$ cat config.mk
export PLATFORM = sky130hd
export DESIGN_NAME = agpf_ctrl
export DESIGN_NICKNAME = d
export VERILOG_FILES = /design/src/rtl/core/agpf_pkg.sv /design/src/rtl/core/agpf_ctrl.sv
export SDC_FILE = /design/constraint.sdc
export NUM_CORES = 1
export LEC_CHECK = 0
export ABC_AREA = 1
export BUFFER_PORTS_ARGS = -buffer_cell sky130_fd_sc_hd__buf_2
export CAP_MARGIN = 0
export CELL_PAD_IN_SITES_DETAIL_PLACEMENT = 2
export CELL_PAD_IN_SITES_GLOBAL_PLACEMENT = 2
export CORE_AREA = 2 2 39 41
export CTS_BUF_LIST = sky130_fd_sc_hd__clkbuf_4 sky130_fd_sc_hd__clkbuf_8
export DETAILED_ROUTE_END_ITERATION = 8
export DIE_AREA = 0 0 41 43
export PLACE_DENSITY = 0.53
export SLEW_MARGIN = 20
export SYNTH_ARGS = -nofsm -noshare
export SYNTH_HDL_FRONTEND = slang
export SYNTH_SLANG_ARGS = --single-unit
$ cat constraint.sdc
create_clock -name i_clk -period 1.2 [get_ports i_clk]
set_input_delay 0.06 -clock i_clk [delete_from_list [all_inputs] [get_ports i_clk]]
set_output_delay 0.06 -clock i_clk [all_outputs]
set_load 0.02 [all_outputs]
$ cat src/rtl/core/agpf_pkg.sv
// shared constants, codes and control types of the gabor pixel filter
package agpf_pkg;

    localparam int IMG_ROWS   = 256;
    localparam int IMG_COLS   = 256;
    localparam int NUM_FREQ   = 8;
    localparam int NUM_ORIENT = 16;
    localparam int MAX_K      = 16;

    localparam int NUM_CLS = NUM_FREQ * NUM_ORIENT;
    localparam int ROW_W   = $clog2(IMG_ROWS);
    localparam int COL_W   = $clog2(IMG_COLS);
    localparam int PIX_AW  = $clog2(IMG_ROWS * IMG_COLS);
    localparam int CLS_W   = $clog2(NUM_CLS);
    localparam int TAP_W   = $clog2(MAX_K);
    localparam int K_W     = $clog2(MAX_K + 1);
    localparam int COEF_AW = $clog2(NUM_CLS * MAX_K * MAX_K);

    // fixed field widths
    localparam int CMD_W     = 2;
    localparam int IN_ROW_W  = 8;
    localparam int IN_COL_W  = 8;
    localparam int FREQ_W    = 3;
    localparam int ORIENT_W  = 4;
    localparam int IN_TAP_W  = 4;
    localparam int DATA_W    = 8;
    localparam int OUT_W     = 22;
    localparam int CFG_W     = 9;
    localparam int CFG_IDX_W = 1;

    localparam int PIX_W    = 7;
    localparam int COEF_W   = 7;
    localparam int PROD_W   = PIX_W + 1 + COEF_W;
    localparam int SUM_BITS = PROD_W + 2 * TAP_W;
    localparam int ACC_W    = (SUM_BITS > OUT_W) ? SUM_BITS : OUT_W;

    localparam int PIX_MAX  = 100;
    localparam int COEF_MIN = -46;
    localparam int COEF_MAX = 54;
    localparam int SUM_MAX  = 2097151;
    localparam int SUM_MIN  = -2097152;

    localparam logic [CFG_W-1:0] CFG_RESET = 9'd256;

    localparam logic [CMD_W-1:0] CMD_WR_PIXEL = 2'd0;
    localparam logic [CMD_W-1:0] CMD_WR_COEF  = 2'd1;
    localparam logic [CMD_W-1:0] CMD_WR_KSIZE = 2'd2;
    localparam logic [CMD_W-1:0] CMD_FILTER   = 2'd3;

    localparam logic [CFG_IDX_W-1:0] REG_IMAGE_HEIGHT = 1'd0;
    localparam logic [CFG_IDX_W-1:0] REG_IMAGE_WIDTH  = 1'd1;

    typedef struct packed {
        logic write;
        logic load;
        logic step;
        logic finish;
    } t_ctrl_cmd;

    typedef struct packed {
        logic last_tap;
        logic pipe_busy;
    } t_dp_status;

endpackage

$ cat src/rtl/core/agpf_ctrl.sv
// controller state machine: command acceptance, tap sweep and drain
module agpf_ctrl (
    input  logic                         i_clk,
    input  logic                         i_rst_n,
    input  logic                         start,
    input  logic [agpf_pkg::CMD_W-1:0]   i_cmd,
    input  agpf_pkg::t_dp_status         i_status,
    output agpf_pkg::t_ctrl_cmd          o_ctrl,
    output logic                         busy
);

    localparam logic [1:0] S_IDLE  = 2'd0;
    localparam logic [1:0] S_RUN   = 2'd1;
    localparam logic [1:0] S_DRAIN = 2'd2;

    logic [1:0] r_state;
    logic [1:0] n_state;

    always_comb begin
        n_state = r_state;
        o_ctrl  = '0;
        case (r_state)
            S_IDLE: begin
                if (start) begin
                    if (i_cmd == agpf_pkg::CMD_FILTER) begin
                        o_ctrl.load = 1'b1;
                        n_state     = S_RUN;
                    end else begin
                        o_ctrl.write = 1'b1;
                    end
                end
            end
            S_RUN: begin
                o_ctrl.step = 1'b1;
                if (i_status.last_tap) begin
                    n_state = S_DRAIN;
                end
            end
            S_DRAIN: begin
                if (!i_status.pipe_busy) begin
                    o_ctrl.finish = 1'b1;
                    n_state       = S_IDLE;
                end
            end
            default: begin
                n_state = S_IDLE;
            end
        endcase
    end

    always_ff @(posedge i_clk) begin
        if (!i_rst_n) begin
            r_state <= S_IDLE;
        end else begin
            r_state <= n_state;
        end
    end

    assign busy = (r_state != S_IDLE);

endmodule

==> summary.txt, run 1 <==
Status
  • Status: finished clean

Setup path
  • Crit start category: flop
  • Crit Path Class: reg -> out
  • Setup crit end kind: primary output
  • CP required: approximately 1.1 ns
  • Crit Path Max Fanout: 4
  • R2R Setup Slk: 0.11 ns
  • Arr. time, crit path: 1.12 ns
  • Worst r2r src: r_state[0]
  • Setup crit end: o_ctrl[2]
  • Worst r2r path cells: 6
  • CP Launch Point: r_state[0]
  • Reg2reg end: r_state[0]

Clock tree
  • H-tree levels: 1
  • Total CTS buffers: 3
  • Clock Path Buffers: 2
  • Worst-path clk slew: 0.03 ns
  • Post-CTS Hold Buffers: 0
  • Root Buffer: clkbuf_4
  • CTS tree: built
  • Worst-Skew Late Latency: roughly 0.22 ns
  • Clock Sinks: 2

Synthesis
  • Largest family of logic cells by synthesized area: simple AND/OR/NAND/NOR gates
  • Post-Syn Instances: 27
  • Yosys reg bits: 2
  • Area fraction of the dominant cell type after synthesis: 25.8%
  • Simple logic cell fraction of the synthesized area: 46.0%
  • Post-synthesis mux area share: 0%
  • Synthesized area: 155 um2
  • Syn avg cell area: 5.75 um2
  • Synth Area in Compound Gates: 6.45%
  • Yosys top cell by area: dfxtp_1
  • Post-synthesis adder-cell area fraction: 0%
  • Post-Synth XOR/XNOR Area: 0%
  • Synth cell types: 12
  • YS warnings: 0
  • Mapped Nets: 34
  • Synth area leaders: dfxtp_1, nand2_1, inv_1
  • Sequential share of the synthesized area: between 20% and 30%

Power
  • Pwr Density: between 900 and 1000 nW/um2
  • Worst VDD drop: 0.202 mV
  • Pleak: 0.171 nW

Die
  • Die H: about 43 um
  • Die X: 41 um
  • Core box area: 1380 um2
  • Row cnt: 14
  • Initial core utilization: between 10% and 20%
  • Die area: 1760 um2
  • Ports: 12

Timing
  • Fin. max-slew vios: 0
  • Unrepaired setup endpoints after global routing: yes
  • Period minus WS final: 1.18 ns
  • Final setup violation count: 0
  • Rel. slew slack: between 80% and 90%
  • Hold Violations, Final: 0
  • Max frequency: ~850 MHz
  • Worst-Margin Slew: ~0.17 ns
  • Final TNS setup: 0 ns
  • Crit share post-route: between 90% and 100%
  • Clock skew: 0.00174 ns
  • Hold slack: 0.0959 ns

Final layout
  • Most common cell after layout, fill and taps aside: buf_2
  • Max reg flops: 2
  • Largest regs: r_state x2
  • Most flops, register: r_state
  • Final net count: 53
  • Fraction of layout cells with a size suffix above 1: 54.5%
  • ANT cells: 0
  • Area added between synthesis and finish: 91.1%
  • Leading cell types in the layout, fill and taps excluded: buf_2, nand2_1, inv_1, buf_4
  • Post-route cell area: 297 um2

Global route
  • Largest net degree at the start of global routing: 6
  • First-pass GRT wire length: 945 um
  • GR Overflow Total: 0
  • Vias in the first global route: 241
  • GRT Util Overall: around 7.8%
  • Initial antenna violation count: 0

Routing
  • Total wire length: 657 um
  • Via/cell ratio: 3.92
  • DR pass1 iterations: 4
  • Vias: 235
  • First-iteration detailed-routing DRC count: 7
  • Remaining antenna violation count after routing: 0
  • Drt drc: 0
  • WL/cell: 11.0 um

Placed design
  • GPL Wtd Cong: between 0.6 and 0.7
  • DPL Wire Length: 463 um
  • Placed cell areas: 223 um2
  • Port Buffers: 11

Flow run
  • Max-cap check violation count: 0

Worst hold path
  • HP Class: in -> reg
  • Hold Startpoint: i_rst_n
worst max-delay path, cell delays in order, from the launching register on:
cell,delay (ns)
dfxtp_4,0.35
nor2_4,0.13
inv_2,0.07
nor3_4,0.21
buf_6,0.14
per-layer routing:
layer	up-vias	routed length [um]	share of wire, %	global-route usage (%)
met3	0	17	2.6	1.57
met5	-	0	0	0
li1	113	-	-	-
met2	5	435	66	15.0
met1	117	204	31	6.71
met4	0	0	0	4.00
per-stage QoR:
step                      total power, mW  util, %  std cells  setup slack, ns
after floorplan                     0.103        -         27            0.102
after global placement              0.122     16.1         53            0.242
after detailed placement            0.124     16.1         53            0.221
after CTS                           0.276     17.9         56           0.0232
after global routing                0.302     21.4         60          -0.0480
final                               0.281     21.4         60           0.0191
worst min-delay path by stage:
stage / endpoint / depth (start not counted)
2_1_floorplan: r_state[1] / 2
3_3_place_gp: r_state[0] / 3
3_5_place_dp: r_state[1] / 3
4_1_cts: r_state[1] / 3
5_1_grt: r_state[1] / 3
6_report: r_state[1] / 3
layout make-up:
class | count | area (um2)
fill | 175 | 1090
clock buffer | 3 | 22.5
timing repair buffer | 15 | 91.3
tap | 16 | 20.0
multi-input combinational | 17 | 92.6
sequential | 2 | 43.8
inverter | 7 | 26.3
report_power, final:
group | switching [mW] | internal (mW) | total [mW]
clock network | 0.0351 | 0.110 | 0.145
logic | 0.0370 | 0.0293 | 0.0663
registers | 0.00228 | 0.0674 | 0.0697
total | 0.0744 | 0.207 | 0.281
synthesized netlist by cell type:
cell type  n
nor3_2     1
nor3_1     1
nand3_1    2
buf_4      1
nand2_2    1
inv_2      2
inv_1      5
a21oi_1    2
nor2_1     3
dfxtp_1    2
nand2_1    6
nor2_2     1
cells by family after synthesis:
group                  count (synthesis)
buffers and inverters                  8
AO/OA/AOI/OAI                          2
flip-flops                             2
AND/OR/NAND/NOR                       15
repair_timing:
action / in CTS / in global routing
endpoints found under the setup margin: 1 / 2
buffers inserted: 0 / 4
hold endpoints to repair: 0 / 0
pin swaps: 1 / 2
resized for setup: 1 / 5
Power figures use the tool's default switching activity.
==> inputs of run 2 (changes only) <==
clock period = 1.1 ns   (was 1.2 ns; I/O delays follow)
==> summary.txt, run 2 (synthesis gave the netlist of run 1 again) <==
Timing
  • Fin. max-slew vios: 0 (unchanged)
  • Worst-Margin Slew: 0.169 ns (+0.00133 ns)
  • Period minus WS final: 1.08 ns
  • Max frequency: 925 MHz
  • Hold Violations, Final: 0 (unchanged)
  • Final setup violation count: 0 (unchanged)
  • Crit share post-route: a little over nine tenths
  • Final TNS setup: 0 ns (unchanged)
  • Rel. slew slack: 88.7% (-0.14 points)
  • Worst setup margin: 0.0183 ns (-0.000716 ns)
  • Clock skew: 0.000667 ns (-0.00108 ns)
  • Unrepaired setup endpoints after global routing: yes

Power
  • Internal: 0.227 mW (+9.6%)
  • Combinational power share: 22.8% (-0.8 points)
  • Worst VDD drop: 0.236 mV (+16%)
  • Design Power: 0.305 mW (+8.5%)
  • Pwr Density: 1050 nW/um2 (+11%)
  • Psw: 0.0785 mW (+5.5%)
  • Clock Power Share: 51.5% (about the same)
  • Pleak: 0.163 nW (-4.5%)
  • Sw Share: 25.7% (-0.75 points)
  • Flop pwr share: 25.6% (+0.8 points)

Die
  • Die area: 1760 um2 (unchanged)
  • Row cnt: 14 (unchanged)
  • Die X: 41 um (unchanged)
  • Initial core utilization: 11.2% (unchanged)
  • Core box area: 1380 um2 (unchanged)
  • Die H: 43 um (unchanged)
  • Ports: 12 (unchanged)

Routing
  • First-iteration detailed-routing DRC count: 1 (-6)
  • Vias: 218 (-7.2%)
  • Drt drc: 0 (unchanged)
  • Total wire length: 619 um (-5.8%)
  • DR pass1 iterations: 2 (-2)
  • Remaining antenna violation count after routing: 0 (unchanged)
  • WL/cell: 10.7 um (-2.5%)
  • Via/cell ratio: 3.76 (-4.0%)

Final layout
  • Final net count: 51 (-3.8%)
  • Max reg flops: 2 (unchanged)
  • Largest regs: r_state x2
  • Post-route cell area: 290 um2 (-2.1%)
  • Fraction of layout cells with a size suffix above 1: 54.8% (+0.22 points)
  • ANT cells: 0 (unchanged)
  • Final Non-Filler Cells: 58 (-3.3%)
  • Area added between synthesis and finish: 87.1%
  • Most flops, register: r_state
  • Leading cell types in the layout, fill and taps excluded: nand2_1, buf_2, buf_4, inv_1

Setup path
  • Arr. time, crit path: 1.03 ns (-0.09 ns)
  • CP required: 1.04 ns (-0.10 ns)
  • R2R Setup Slk: 0.11 ns (about the same)
  • Worst r2r path cells: 6 (unchanged)
  • Crit Path Class: reg -> out
  • Worst r2r src: r_state[0]
  • Crit Path Max Fanout: 3 (-1)
  • Reg2reg end: r_state[0]
  • Crit start category: flop
  • Setup crit end kind: primary output

Clock tree
  • Worst-Skew Late Latency: 0.22 ns (about the same)
  • Root Buffer: clkbuf_4
  • H-tree levels: 1 (unchanged)
  • Clock Sinks: 2 (unchanged)
  • Worst-path clk slew: 0.03 ns (about the same)
  • Total CTS buffers: 3 (unchanged)
  • Clock Path Buffers: 2 (unchanged)
  • CTS tree: built

Global route
  • First-pass GRT wire length: 1010 um (+6.6%)
  • Vias in the first global route: 251 (+4.1%)
  • GR Overflow Total: 0 (unchanged)
  • Largest net degree at the start of global routing: 6 (unchanged)
  • Initial antenna violation count: 0 (unchanged)
  • GRT Util Overall: 8.51% (+0.69 points)

Placed design
  • GPL Wtd Cong: 0.661 (about the same)
  • Placed cell areas: 223 um2 (unchanged)
  • Port Buffers: 11 (unchanged)
  • Inst Count DP: 53 (unchanged)
  • Setup Slack @ Placement: 0.140 ns (-0.0808 ns)
  • DPL Wire Length: 468 um (+1.0%)

Status
  • Status: finished clean

Worst hold path
  • Hold EP: r_state[1]
  • Hold Startpoint: i_rst_n
  • HP Class: in -> reg
  • Hold Crit Depth: 3 (unchanged)

Flow run
  • Max-cap check violation count: 0 (unchanged)
run 2: stage by stage:
| step | util [%] | hold WS, ns |
|---|---|---|
| final | 21.0 | 0.0768 |
| after global routing | 21.0 | 0.0968 |
| after CTS | 19.5 | 0.0754 |
| after detailed placement | 16.1 | 0.310 |
| after global placement | 16.1 | 0.289 |
| after floorplan | - | 0.187 |
run 2: how the worst max path moves through the flow:
stage	cells after the start	slack [ns]	start	end
after floorplan	5	0.002	r_state[0]	r_state[0]
after global placement	6	0.14	r_state[0]	r_state[1]
after detailed placement	5	0.14	r_state[1]	r_state[0]
after CTS	4	-0.06	r_state[1]	o_ctrl[2]
after global routing	4	-0.06	r_state[1]	o_ctrl[2]
final	4	0.02	r_state[1]	o_ctrl[2]
run 2: power by group through the flow:
stage	Clock (mW)	Sequential [mW]	Combinational, mW
final	0.157	0.0783	0.0697
after global routing	0.170	0.0789	0.0775
after CTS	0.167	0.0783	0.0627
after detailed placement	0	0.0782	0.0567
after global placement	0	0.0783	0.0544
after floorplan	0	0.0776	0.0345
run 2: layout make-up:
type	instances	area, um2
inverter	7	26.3
timing repair buffer	13	86.3
fill	180	1090
tap	16	20.0
sequential	2	42.5
clock buffer	3	22.5
multi-input combinational	17	92.6
run 2: timing repair:
action	CTS	global route
endpoints found under the setup margin	2	6
gates resized for setup	4	6
pin swaps	2	1
setup buffers	2	0
hold buffers	0	0
run 2: critical path: stages, from the launching register on:
cell and delay [ns]:
dfxtp_2 0.33, nor2_4 0.14, inv_2 0.07, nor3_4 0.13, buf_6 0.14
run 2: metal layers:
| layer | GRT usage, % | share of wire, % | wire, um |
|---|---|---|---|
| met1 | 6.69 | 31 | 189 |
| met2 | 17.2 | 67 | 414 |
| met3 | 1.57 | 2.4 | 15 |
| met4 | 4.00 | 0 | 0 |
| met5 | 0 | 0 | 0 |
==> inputs of run 3 (changes only) <==
CELL_PAD_IN_SITES_DETAIL_PLACEMENT = not set   (was 2)
CELL_PAD_IN_SITES_GLOBAL_PLACEMENT = not set   (was 2)
PLACE_DENSITY = 0.3   (was 0.53)
==> summary.txt, run 3 (synthesis gave the netlist of run 1 again) <==
Routing
  • DR pass1 iterations: 4 (+2)
  • Vias: 197 (-9.6%)
  • First-iteration detailed-routing DRC count: 4 (+3)
  • Total wire length: 395 um (-36%)
  • WL/cell: 6.93 um (-35%)
  • Remaining antenna violation count after routing: 0 (unchanged)
  • Drt drc: 0 (unchanged)
  • Via/cell ratio: 3.46 (-8.0%)

Timing
  • Hold Violations, Final: 0 (unchanged)
  • Rel. slew slack: 89.4% (+0.73 points)
  • Fin. max-slew vios: 0 (unchanged)
  • Final setup violation count: 0 (unchanged)
  • Max frequency: 935 MHz (+1.2%)
  • Period minus WS final: 1.07 ns (-0.0124 ns)
  • Worst-Margin Slew: 0.159 ns (-0.0102 ns)
  • Crit share post-route: 97.2% (-1.1 points)
  • Worst setup margin: 0.0307 ns (+0.0124 ns)
  • Hold slack: 0.0759 ns (-0.000920 ns)
  • Unrepaired setup endpoints after global routing: yes
  • Clock skew: 0.00133 ns (+0.000663 ns)

Final layout
  • Max reg flops: 2 (unchanged)
  • Area added between synthesis and finish: 77.4%
  • ANT cells: 0 (unchanged)
  • Most common cell after layout, fill and taps aside: buf_2
  • Largest regs: r_state x2
  • Leading cell types in the layout, fill and taps excluded: buf_2, nand2_1, inv_1, nor2_1, clkbuf_4
  • Most flops, register: r_state
  • Fraction of layout cells with a size suffix above 1: 53.7% (-1.1 points)
  • Core Util, Final: 19.9% (-1.1 points)
  • Final net count: 50 (-2.0%)

Power
  • Psw: 0.0726 mW (-7.5%)
  • Combinational power share: 21.7% (-1.1 points)
  • Flop pwr share: 26.3% (+0.7 points)
  • Worst VDD drop: 0.366 mV (+55%)
  • Internal: 0.225 mW (-0.98%)
  • Pwr Density: 1080 nW/um2 (+2.7%)
  • Sw Share: 24.4% (-1.3 points)
  • Clock Power Share: 52.0% (+0.5 points)
  • Pleak: 0.158 nW (-3.4%)
  • Design Power: 0.297 mW (-2.6%)

Placed design
  • DPL Wire Length: 344 um (-27%)
  • Port Buffers: 11 (unchanged)
  • Setup Slack @ Placement: 0.140 ns (-0.000526 ns)
  • GPL Wtd Cong: 0.576 (-13%)

Clock tree
  • Worst-Skew Late Latency: 0.22 ns (about the same)
  • Post-CTS Hold Buffers: 0 (unchanged)
  • Worst-path clk slew: 0.03 ns (about the same)
  • Clock Sinks: 2 (unchanged)
  • CTS tree: built
  • Total CTS buffers: 3 (unchanged)
  • Clock Path Buffers: 2 (unchanged)
  • Root Buffer: clkbuf_4
  • H-tree levels: 1 (unchanged)

Global route
  • GRT Util Overall: 5.61% (-2.9 points)
  • Initial antenna violation count: 0 (unchanged)
  • GR Overflow Total: 0 (unchanged)
  • Largest net degree at the start of global routing: 6 (unchanged)
  • First-pass GRT wire length: 607 um (-40%)
  • Vias in the first global route: 171 (-32%)

Setup path
  • Setup crit end kind: primary output
  • CP required: 1.04 ns (about the same)
  • Crit Path Max Fanout: 3 (unchanged)
  • Arr. time, crit path: 1.01 ns (-0.02 ns)
  • Buffers and inverters on the worst path: 2 (unchanged)
  • Worst r2r path cells: 7 (+1)
  • CP max stage delay: 0.33 ns (about the same)
  • Crit Path Class: reg -> out
  • Reg2reg end: r_state[1]
  • Crit path cell chain: nor2_4 -> inv_2 -> nor3_4 -> buf_6
  • Top delay family on crit path: flip-flops
  • R2R Setup Slk: 0.13 ns (+0.02 ns)
  • Critical path's slowest cell: dfxtp_2
  • Crit start category: flop
  • Worst r2r src: r_state[1]

Die
  • Die H: 43 um (unchanged)
  • Ports: 12 (unchanged)
  • Row cnt: 14 (unchanged)
  • Core box area: 1380 um2 (unchanged)
  • Initial core utilization: 11.2% (unchanged)
  • Die X: 41 um (unchanged)
  • Die area: 1760 um2 (unchanged)

Worst hold path
  • Hold Startpoint: i_rst_n
  • Hold Crit Depth: 3 (unchanged)
  • Hold EP: r_state[1]
  • HP Class: in -> reg

Flow run
  • Max-cap check violation count: 0 (unchanged)

Status
  • Status: finished clean
[run 3: metrics by stage]
stage	TNS, ns	instances	instance area, um2
global route	-0.0497	57	275
finish	0	57	275
global placement	0	53	223
floorplan	0	27	155
CTS	0	57	275
detailed placement	0	53	223
[run 3: worst max-delay path by stage]
| stage | from | end | slack, ns | cells after the start |
|---|---|---|---|---|
| 6_report | r_state[1] | o_ctrl[2] | 0.03 | 4 |
| 5_1_grt | r_state[1] | o_ctrl[2] | -0.04 | 4 |
| 4_1_cts | r_state[1] | o_ctrl[2] | 0.008 | 4 |
| 3_5_place_dp | r_state[0] | o_ctrl[2] | 0.14 | 4 |
| 3_3_place_gp | r_state[0] | o_ctrl[2] | 0.16 | 4 |
| 2_1_floorplan | r_state[0] | r_state[0] | 0.002 | 5 |
[run 3: area by class of cell]
cell class	instances	area, um2
fillers	171	1110
multi-input cells	17	92.6
repair buffers	12	71.3
flip-flops and latches	2	42.5
inverters	7	26.3
clock buffers	3	22.5
well taps	16	20.0
[run 3: routing by layer]
layer | vias up | track usage [%] | wire length (um)
li1 | 108 | - | -
met3 | 0 | 3.14 | 20
met2 | 5 | 7.50 | 215
met1 | 84 | 5.41 | 159
met5 | - | 0 | 0
met4 | 0 | 6.00 | 0
[run 3: repair_timing]
| action | 4_1_cts | 5_1_grt |
|---|---|---|
| gates cloned | 0 | 0 |
| pin swaps | 3 | 1 |
| endpoints found under the setup margin | 2 | 2 |
| resized for setup | 7 | 0 |
| setup buffers | 1 | 0 |
| hold endpoints to repair | 0 | 0 |
[run 3: power by group through the flow]
stage	sequential (mW)	combinational (mW)	clock, mW
final	0.0781	0.0645	0.155
after global routing	0.0783	0.0707	0.172
after CTS	0.0780	0.0656	0.163
after detailed placement	0.0779	0.0545	0
after global placement	0.0779	0.0551	0
after floorplan	0.0776	0.0345	0
[run 3: worst register-to-register path, cell delays in order (launching register included)]
cell     delay [ns]
dfxtp_2        0.33
nor2_4         0.13
nand2_1        0.08
buf_4          0.13
nand2_1        0.04
nor2_1         0.04
nand2_1        0.05
a21oi_1        0.05
